==> src/rtl/xxh_pkg.sv <==
// Package with the xxHash constants, datapath command codes and control types.
`default_nettype none
package xxh_pkg;

  localparam logic [63:0] PRIME1 = 64'd11400714785074694791;
  localparam logic [63:0] PRIME2 = 64'd14029467366897019727;
  localparam logic [63:0] PRIME3 = 64'd1609587929392839161;
  localparam logic [63:0] PRIME4 = 64'd9650029242287828579;
  localparam logic [63:0] PRIME5 = 64'd2870177450012600261;

  localparam int unsigned StripeBytes = 32;

  typedef enum logic [4:0] {
    OP_NOP,
    OP_INSERT,
    OP_LOAD,
    OP_RND_A,
    OP_RND_B,
    OP_FOLD_END,
    OP_H_SHORT,
    OP_H_LONG0,
    OP_H_LACC,
    OP_MRG_A,
    OP_MRG_B,
    OP_MRG_C,
    OP_H_LEN,
    OP_T8_A,
    OP_T8_C,
    OP_T4_A,
    OP_T4_B,
    OP_T1_A,
    OP_T1_B,
    OP_AV1,
    OP_AV_M2,
    OP_AV2,
    OP_AV_M3,
    OP_EMIT
  } op_e;

  typedef struct packed {
    logic       take;
    op_e        op;
    logic [1:0] idx;
  } cmd_t;

  typedef struct packed {
    logic full;
    logic more;
    logic last;
    logic long_mode;
    logic tail8;
    logic tail4;
    logic tail1;
    logic mul_busy;
    logic mul_done;
    logic out_busy;
  } sts_t;

  function automatic logic [63:0] rotl64(input logic [63:0] v, input logic [5:0] r);
    return (v << r) | (v >> (7'd64 - {1'b0, r}));
  endfunction

  function automatic logic is_mul_op(input op_e op);
    logic res;
    case (op)
      OP_RND_A, OP_RND_B, OP_MRG_A, OP_MRG_B, OP_MRG_C, OP_T8_A, OP_T8_C,
      OP_T4_A, OP_T4_B, OP_T1_A, OP_T1_B, OP_AV_M2, OP_AV_M3: res = 1'b1;
      default: res = 1'b0;
    endcase
    return res;
  endfunction

endpackage
`default_nettype wire

==> src/rtl/xxh_ctrl.sv <==
// Controller: sequences insertion, stripe folding and digest finalization.
`default_nettype none
module xxh_ctrl (
  input  wire logic          clk_i,
  input  wire logic          rst_ni,
  input  wire logic          in_valid_i,
  output logic               in_ready_o,
  input  wire xxh_pkg::sts_t sts_i,
  output xxh_pkg::cmd_t      cmd_o
);
  typedef enum logic [4:0] {
    S_IDLE, S_INS, S_CHK, S_LOAD, S_RND_A, S_RND_B, S_FOLD, S_FIN, S_HS, S_HL0,
    S_HLACC, S_MA, S_MB, S_MC, S_HLEN, S_TSEL, S_T8A, S_T8B, S_T8C, S_T4A, S_T4B,
    S_T1A, S_T1B, S_AV1, S_M2, S_AV2, S_M3, S_EMIT
  } state_e;

  state_e     state_q;
  logic [1:0] i_q;
  logic       issued_q;
  xxh_pkg::op_e mop;
  logic       is_mul;

  // Multiplier step of each waiting state.
  always_comb begin
    is_mul = 1'b1;
    case (state_q)
      S_RND_A: mop = xxh_pkg::OP_RND_A;
      S_RND_B: mop = xxh_pkg::OP_RND_B;
      S_MA:    mop = xxh_pkg::OP_MRG_A;
      S_MB:    mop = xxh_pkg::OP_MRG_B;
      S_MC:    mop = xxh_pkg::OP_MRG_C;
      S_T8A:   mop = xxh_pkg::OP_T8_A;
      S_T8B:   mop = xxh_pkg::OP_MRG_B;
      S_T8C:   mop = xxh_pkg::OP_T8_C;
      S_T4A:   mop = xxh_pkg::OP_T4_A;
      S_T4B:   mop = xxh_pkg::OP_T4_B;
      S_T1A:   mop = xxh_pkg::OP_T1_A;
      S_T1B:   mop = xxh_pkg::OP_T1_B;
      S_M2:    mop = xxh_pkg::OP_AV_M2;
      S_M3:    mop = xxh_pkg::OP_AV_M3;
      default: begin
        mop    = xxh_pkg::OP_NOP;
        is_mul = 1'b0;
      end
    endcase
  end

  always_comb begin
    in_ready_o = (state_q == S_IDLE);
    cmd_o.take = in_valid_i && in_ready_o;
    cmd_o.idx  = i_q;
    case (state_q)
      S_INS:   cmd_o.op = xxh_pkg::OP_INSERT;
      S_LOAD:  cmd_o.op = xxh_pkg::OP_LOAD;
      S_FOLD:  cmd_o.op = xxh_pkg::OP_FOLD_END;
      S_HS:    cmd_o.op = xxh_pkg::OP_H_SHORT;
      S_HL0:   cmd_o.op = xxh_pkg::OP_H_LONG0;
      S_HLACC: cmd_o.op = xxh_pkg::OP_H_LACC;
      S_HLEN:  cmd_o.op = xxh_pkg::OP_H_LEN;
      S_AV1:   cmd_o.op = xxh_pkg::OP_AV1;
      S_AV2:   cmd_o.op = xxh_pkg::OP_AV2;
      S_EMIT:  cmd_o.op = sts_i.out_busy ? xxh_pkg::OP_NOP : xxh_pkg::OP_EMIT;
      default: cmd_o.op = (is_mul && !issued_q) ? mop : xxh_pkg::OP_NOP;
    endcase
  end

  always_ff @(posedge clk_i or negedge rst_ni) begin
    if (!rst_ni) begin
      state_q  <= S_IDLE;
      i_q      <= 2'd0;
      issued_q <= 1'b0;
    end else if (is_mul) begin
      if (!issued_q) begin
        issued_q <= 1'b1;
      end else if (sts_i.mul_done) begin
        issued_q <= 1'b0;
        case (state_q)
          S_RND_A: state_q <= S_RND_B;
          S_RND_B: begin
            i_q     <= i_q + 2'd1;
            state_q <= (i_q == 2'd3) ? S_FOLD : S_RND_A;
          end
          S_MA: state_q <= S_MB;
          S_MB: state_q <= S_MC;
          S_MC: begin
            i_q     <= i_q + 2'd1;
            state_q <= (i_q == 2'd3) ? S_HLEN : S_MA;
          end
          S_T8A: state_q <= S_T8B;
          S_T8B: state_q <= S_T8C;
          S_T4A: state_q <= S_T4B;
          S_T1A: state_q <= S_T1B;
          S_M2:  state_q <= S_AV2;
          S_M3:  state_q <= S_EMIT;
          default: state_q <= S_TSEL;
        endcase
      end
    end else begin
      case (state_q)
        S_IDLE: if (in_valid_i) begin
          state_q <= S_INS;
        end
        S_INS: state_q <= S_CHK;
        S_CHK: begin
          i_q <= 2'd0;
          if (sts_i.full) begin
            state_q <= sts_i.long_mode ? S_RND_A : S_LOAD;
          end else if (sts_i.more) begin
            state_q <= S_INS;
          end else if (sts_i.last) begin
            state_q <= S_FIN;
          end else begin
            state_q <= S_IDLE;
          end
        end
        S_LOAD: state_q <= S_RND_A;
        S_FOLD: state_q <= S_CHK;
        S_FIN: begin
          i_q     <= 2'd0;
          state_q <= sts_i.long_mode ? S_HL0 : S_HS;
        end
        S_HS: state_q <= S_HLEN;
        S_HL0: begin
          i_q     <= 2'd1;
          state_q <= S_HLACC;
        end
        S_HLACC: begin
          i_q     <= i_q + 2'd1;
          state_q <= (i_q == 2'd3) ? S_MA : S_HLACC;
        end
        S_HLEN: state_q <= S_TSEL;
        S_TSEL: begin
          if (sts_i.tail8) begin
            state_q <= S_T8A;
          end else if (sts_i.tail4) begin
            state_q <= S_T4A;
          end else if (sts_i.tail1) begin
            state_q <= S_T1A;
          end else begin
            state_q <= S_AV1;
          end
        end
        S_AV1: state_q <= S_M2;
        S_AV2: state_q <= S_M3;
        S_EMIT: if (!sts_i.out_busy) begin
          state_q <= S_IDLE;
        end
        default: state_q <= S_IDLE;
      endcase
    end
  end
endmodule
`default_nettype wire
==> config.mk <==
export PLATFORM = sky130hd
export DESIGN_NAME = xxh_ctrl
export DESIGN_NICKNAME = d
export VERILOG_FILES = /design/src/rtl/xxh_pkg.sv /design/src/rtl/xxh_ctrl.sv
export SDC_FILE = /design/constraint.sdc
export NUM_CORES = 1
export LEC_CHECK = 0
export ABC_AREA = 1
export BUFFER_PORTS_ARGS = -buffer_cell sky130_fd_sc_hd__buf_2
export CAP_MARGIN = 10
export CORE_UTILIZATION = 55
export DETAILED_ROUTE_END_ITERATION = 8
export PLACE_DENSITY = 0.87
export SETUP_SLACK_MARGIN = 0.15
export SLEW_MARGIN = 15
export SYNTH_ARGS = -nofsm -noshare
export SYNTH_HDL_FRONTEND = slang
export SYNTH_SLANG_ARGS = --single-unit
==> constraint.sdc <==
create_clock -name clk_i -period 2 [get_ports clk_i]
set_clock_uncertainty 0.05 [all_clocks]
set_input_delay 0.2 -clock clk_i [delete_from_list [all_inputs] [get_ports clk_i]]
set_output_delay 0.2 -clock clk_i [all_outputs]
set_load 0.03 [all_outputs]
==> results of run 1 <==
==> worst max-delay path by stage <==
stage,startpoint,cells after the start,end,slack (ns)
final,state_q[1],11,cmd_o[4],-0.25
after detailed placement,state_q[2],10,cmd_o[2],0.11
after CTS,state_q[0],11,cmd_o[3],0.008
after global routing,state_q[3],11,cmd_o[2],-0.27
after floorplan,state_q[2],10,cmd_o[3],0.18
after global placement,state_q[2],10,cmd_o[2],0.11
==> power groups by stage <==
| stage | Clock, mW | Combinational, mW | Sequential (mW) |
|---|---|---|---|
| 5_1_grt | 0.121 | 3.33 | 0.435 |
| 4_1_cts | 0.117 | 2.60 | 0.410 |
| 3_5_place_dp | 0 | 2.15 | 0.377 |
| 3_3_place_gp | 0 | 2.12 | 0.374 |
| 2_1_floorplan | 0 | 1.65 | 0.356 |
| 6_report | 0.112 | 3.18 | 0.438 |
==> timing repair <==
action                                 in CTS  in global routing
hold buffers                                1                  0
endpoints found under the hold margin       8                  0
buffers inserted                           19                  8
setup endpoints to repair                   7                 12
pin swaps                                  16                 15
resized for setup                          41                 29
==> synthesized netlist by cell type, types with 2 or more instances <==
cell type  instances
nand3_1           29
nor2_4             4
inv_1             21
nor2_2             5
o21a_1             2
a21oi_1            4
buf_2              2
inv_2              8
nand2_4            2
o21ai_0            4
nor3_1             6
nand2_2            3
o21ai_1            3
nand3b_1           2
nand4_1            5
dfrtp_1            8
nand3_2            5
nand2_1           61
nor2_1            22
==> area by class of cell <==
cell class	count	area (um2)	share of cell area, %
Clock buffer	3	22.5	1.20
Tap cell	27	33.8	1.81
Multi-Input combinational cell	167	1040	55.5
Timing Repair Buffer	59	454	24.3
Inverter	29	116	6.22
Sequential cell	8	206	11.0
==> flip-flops by register name, indices dropped and copies added (netlist names) <==
signal    cells
i_q           2
issued_q      1
state_q       5
==> stage by stage <==
step / std cells / setup slack, ns / instance area, um2
2_1_floorplan: 208 / 0.184 / 1200
3_3_place_gp: 262 / 0.113 / 1390
3_5_place_dp: 262 / 0.113 / 1390
4_1_cts: 285 / 0.00785 / 1700
5_1_grt: 293 / -0.269 / 1870
6_report: 293 / -0.250 / 1870
==> metal layers <==
layer	GRT usage [%]	part of all wire, %	up-vias
li1	-	-	800
met1	44.4	35	845
met2	63.2	42	212
met3	7.48	14	74
met4	16.2	8.4	0
met5	0	0	-
==> cell families after synthesis <==
family,after synthesis,share of synthesized area (%)
fa+ha+maj,1,1.04
buf+inv,33,11.4
compound gates,19,9.56
flops,8,16.6
simple gates,147,61.3
==> results.yml, run 1 <==
synth:
  syn_inst: 208
  async_flop_share_pct: 100
  yosys-top-cells-area: "nand2_1 (19%), dfrtp_1 (17%), nand3_1 (12%)"
  synth_flop_cell: "dfrtp_1"
  synth-seq-cells: 8
  postSynthAreaPerCell_um2: 5.79
  ys_seq_area_share_pct: 16.6
  synth_top_area_share_pct: 19.0
  synth_edf_count: 0
  yosysUniqueCellTypes: 31
  syn_nets: 222
  synth_top_area_cell: "nand2_1"
  syn-cell-area_um2: 1200
  ys.warnings.count: 0
floorplan:
  initial_utilization_pct: 60.1
  die_area_um2: 2380
  die_h_um: 48.8
  io-pin-count: 22
  dieWidth_um: 48.8
  core_um2: 2000
  fp-row-count: 16
timing:
  hold_violations: 0
  worst_pin_slew_ns: 0.416
  rsz0062_at_grt: "true"
  hold_ws_ns: 0.274
  fmax_mhz: 444
  final.setup.worst_slack_ns: -0.250
  maxSlewHeadroom_pct: 72.0
  drv_slew: 0
  setup_tns_ns: -0.911
  finalSetupViolCount: 6
  period_minus_slack_ns: 2.25
  period_share_pct: 112
global_routing:
  grt_pass1_vias: 1612
  grt_usage_pct: 36.9
  grt_max_degree: 17
  antenna_found_initial: 0
  grt_pass1_wl_um: 6860
  grt-ovfl-total: 0
worst_setup_path:
  startpoint_type: "register"
  reg2reg_to: "state_q[1]"
  cpMaxStageDelayCell: "dfrtp_2"
  critPathTopFamily: "simple AND/OR/NAND/NOR gates"
  crit_type: "register to output pin"
  slowest_delay_ns: 0.50
  reg2reg_slack_ns: -0.04
  cp_max_fo: 5
  crit_required_ns: 1.75
  end_kind: "output pin"
  reg2regPathDepth: 15
  cp_cell_sequence: "inv_2 > nor2_4 > nand3_2 > nand2_2 > nor2_4 > nand3_4 > nand2_2 > inv_4 > o21ai_2 > nand2_1 > buf_6"
  r2r-start: "state_q[1]"
  crit_arrival_ns: 2.00
  worst-path-buf-inv: 3
route:
  via_count: 1931
  dr.first_iter.drc_count: 175
  ant_nets: 0
  viasPerCell: 6.59
  dr.pass1.iters: 6
  drc: 0
  routed_wirelength_um: 5660
  routedWlPerCell_um: 19.3
placement:
  dp_hpwl_um: 2660
  port_buffers: 20
  gp_congestion: 0.954
run:
  cap_violations: 0
cells_and_area:
  drive_above_1_share_pct: 48.9
  insertedDiodeCount: 0
  final_cell_mix: "nand2_1 (52), buf_4 (34), nand3_1 (19)"
  layout_commonest_cell: "nand2_1"
  fill_cells: 71
  nNetsFinal: 282
  final_core_util_pct: 93.4
  syn_to_final_growth_pct: 55.4
clock_network:
  cts.path.max_buffers: 2
  root_buffer: "clkbuf_4"
  path_clk_slew_ns: 0.05
  cts_tree: "built"
  htreeDepth: 1
  clk_latency_ns: 0.24
  cts_sinks: 8
  cts_buffers: 3
status:
  violations: "negative setup slack"
  status: "finished, violations left"
hold_path:
  min-delay-path-class: "primary input to asynchronous set/reset pin"
pwr:
  p_sw_share_pct: 59.0
  p_leak_nw: 1.07
  seq_power_share_pct: 11.7
  power_density_nw_per_um2: 2000
  ir_worst_vdd_mv: 1.44
  p_sw_mw: 2.20
  power_frac_comb_pct: 85.3
  power.total_mw: 3.73
  p_int_mw: 1.53
  pwr-share-clk_pct: 3.0
Power figures use the tool's default switching activity.
==> run 2, diff against run 1 <==
--- a/config.mk
+++ b/config.mk
@@ -5,12 +5,11 @@
 export SDC_FILE = /design/constraint.sdc
 export NUM_CORES = 1
 export LEC_CHECK = 0
-export ABC_AREA = 1
 export BUFFER_PORTS_ARGS = -buffer_cell sky130_fd_sc_hd__buf_2
 export CAP_MARGIN = 10
-export CORE_UTILIZATION = 55
+export CORE_UTILIZATION = 56
 export DETAILED_ROUTE_END_ITERATION = 8
-export PLACE_DENSITY = 0.87
+export PLACE_DENSITY = 0.88
 export SETUP_SLACK_MARGIN = 0.15
 export SLEW_MARGIN = 15
 export SYNTH_ARGS = -nofsm -noshare
==> run 2 against run 1 <==
Net effect:
- the run still ends with negative setup slack left
- via count down 7.9%
- routed wire length up 3.1%
- power up 6.4%
- critical path depth down 4
- register-to-register slack worse by 0.02 ns
- cell count down 18%
- worst setup slack better by 0.097 ns
- critical path type unchanged
- largest cell class unchanged
==> results.yml, run 2 <==
floorplan:
  die_area_um2: 2410
  core_um2: 2020
  initial_utilization_pct: 61.4
  fp-row-count: 16
  die_h_um: 49.1
  io-pin-count: 22
  dieWidth_um: 49.1
synth:
  syn-cell-area_um2: 1240
  synth_flop_cell: "dfrtp_1"
  postSynthAreaPerCell_um2: 7.22
  synth_top_area_cell: "dfrtp_1"
  synth-seq-cells: 8
  syn_inst: 172
  async_flop_share_pct: 100
  yosys-top-cells-count: "a21oi_1 (16), nand2_1 (15), o21ai_0 (15), nor2_1 (10)"
  yosys-top-cells-area: "dfrtp_1 (16%), a21oi_1 (6.4%), o21ai_0 (6.0%)"
  yosysUniqueCellTypes: 53
  ys_seq_area_share_pct: 16.1
  syn_nets: 186
  ys.warnings.count: 0
  yosysMostFrequentCell: "a21oi_1"
  synth_top_area_share_pct: 16.1
  synth_edf_count: 0
pwr:
  pwr-share-clk_pct: 3.6
  power.total_mw: 3.97
  power_frac_comb_pct: 86.0
  power_density_nw_per_um2: 2210
  p_int_mw: 1.84
  ir_worst_vdd_mv: 1.65
  seq_power_share_pct: 10.4
  p_leak_nw: 0.758
  p_sw_mw: 2.13
  p_sw_share_pct: 53.6
placement:
  dp_hpwl_um: 2560
  dp.cells: 215
  placed_cell_area_um2: 1430
  port_buffers: 20
  gp_congestion: 0.979
  place_ws_ns: 0.0723
worst_setup_path:
  crit_arrival_ns: 1.90
  end_kind: "output pin"
  startpoint_type: "register"
  crit_type: "register to output pin"
  cp_max_fo: 4
  reg2regPathDepth: 7
  crit_required_ns: 1.75
cells_and_area:
  postLayoutCellArea_um2: 1800
  regArea_um2: 206
  largest_reg_flops: 5
  layout_commonest_cell: "buf_4"
  fill_cells: 87
  fin_cells: 239
  syn_to_final_growth_pct: 44.5
  nNetsFinal: 228
  insertedDiodeCount: 0
  drive_above_1_share_pct: 47.6
  reg_top3: "state_q: 5 flops, i_q: 2 flops, issued_q: 1 flops"
  final_cell_mix: "buf_4 (29), buf_2 (14), a21oi_1 (13)"
  multi_input_area_um2: 1050
  regMostFlops: "state_q"
hold_path:
  min-delay-path-class: "primary input to asynchronous set/reset pin"
timing:
  finalSetupViolCount: 10
  hold_violations: 0
  drv_slew: 0
  fmax_mhz: 465
  setup_tns_ns: -0.773
  final.setup.worst_slack_ns: -0.153
  rsz0062_at_grt: "true"
  period_minus_slack_ns: 2.15
  worst_pin_slew_ns: 0.427
  period_share_pct: 108
  maxSlewHeadroom_pct: 71.5
route:
  drc: 0
  viasPerCell: 7.44
  routedWlPerCell_um: 24.4
  via_count: 1778
  dr.first_iter.drc_count: 234
  ant_nets: 0
  routed_wirelength_um: 5830
  dr.pass1.iters: 7
clock_network:
  cts_tree: "built"
  htreeDepth: 1
  cts.path.max_buffers: 2
  root_buffer: "clkbuf_4"
  path_clk_slew_ns: 0.08
  cts_sinks: 8
  clk_latency_ns: 0.29
  cts_buffers: 3
run:
  cap_violations: 0
status:
  violations: "negative setup slack"
  status: "finished, violations left"
global_routing:
  grt_pass1_wl_um: 6900
  grt-ovfl-total: 0
  grt_max_degree: 37
  antenna_found_initial: 0
  grt_usage_pct: 37.1
  grt_pass1_vias: 1467
run 2: kinds of logic (layout without fill, tap and decap cells):
group,Yosys count,after routing,share of synthesized area [%]
AND/OR/NAND/NOR,65,65,29.8
buffers and inverters,26,66,10.9
AO/OA/AOI/OAI,66,66,37.1
XOR/XNOR,1,1,0.705
flip-flops,8,8,16.1
adder cells (fa/ha/maj),1,1,1.01
multiplexers,5,5,4.43
run 2: final cells by class:
| class | count | share of cell area, % |
|---|---|---|
| Clock buffer | 3 | 1.25 |
| Inverter | 7 | 1.46 |
| Multi-Input combinational cell | 138 | 58.6 |
| Sequential cell | 8 | 11.5 |
| Tap cell | 27 | 1.88 |
| Timing Repair Buffer | 56 | 25.3 |
run 2: stage by stage:
stage	util, %	hold slack, ns
after floorplan	-	-0.146
after global placement	70.5	0.00447
after detailed placement	70.5	0.00904
after CTS	79.8	0.247
after global routing	88.8	0.253
final	88.8	0.249
run 2: worst paths after layout:
kind / slack, ns / end / start
max in group asynchronous: 1.41 / state_q[3] / rst_ni
min in group clk_i: 0.33 / issued_q / sts_i[1]
hold / removal: 0.25 / issued_q / rst_ni
setup reg to reg: -0.06 / i_q[1] / state_q[2]
hold reg to reg: 0.57 / i_q[0] / i_q[0]
setup / recovery: -0.15 / cmd_o[3] / state_q[2]
run 2: power by group through the flow:
| stage | clock, mW | sequential, mW | combinational [mW] |
|---|---|---|---|
| finish | 0.144 | 0.413 | 3.42 |
| detailed placement | 0 | 0.394 | 2.29 |
| global route | 0.155 | 0.416 | 3.50 |
| CTS | 0.143 | 0.397 | 2.64 |
| floorplan | 0 | 0.336 | 1.82 |
| global placement | 0 | 0.388 | 2.23 |
run 2: what timing repair did:
item / 4_1_cts / 5_1_grt
endpoints found under the hold margin: 8 / 0
setup endpoints to repair: 8 / 11
gates resized for setup: 30 / 32
hold buffers: 1 / 0
setup buffers: 9 / 11
pin swaps: 4 / 9
run 2: critical path, stage by stage (launching register included):
cell,delay (ns)
dfrtp_2,0.41
buf_6,0.12
and2b_1,0.20
nor2b_1,0.16
or3_1,0.34
o2111ai_2,0.09
o221ai_2,0.13
buf_6,0.17
run 2: layer usage:
layer / share of wire (%) / global-route usage (%) / up-vias
met2: 43 / 60.5 / 193
li1: - / - / 726
met3: 14 / 6.54 / 68
met1: 35 / 47.7 / 791
met5: 0 / 0 / -
met4: 8.0 / 15.7 / 0
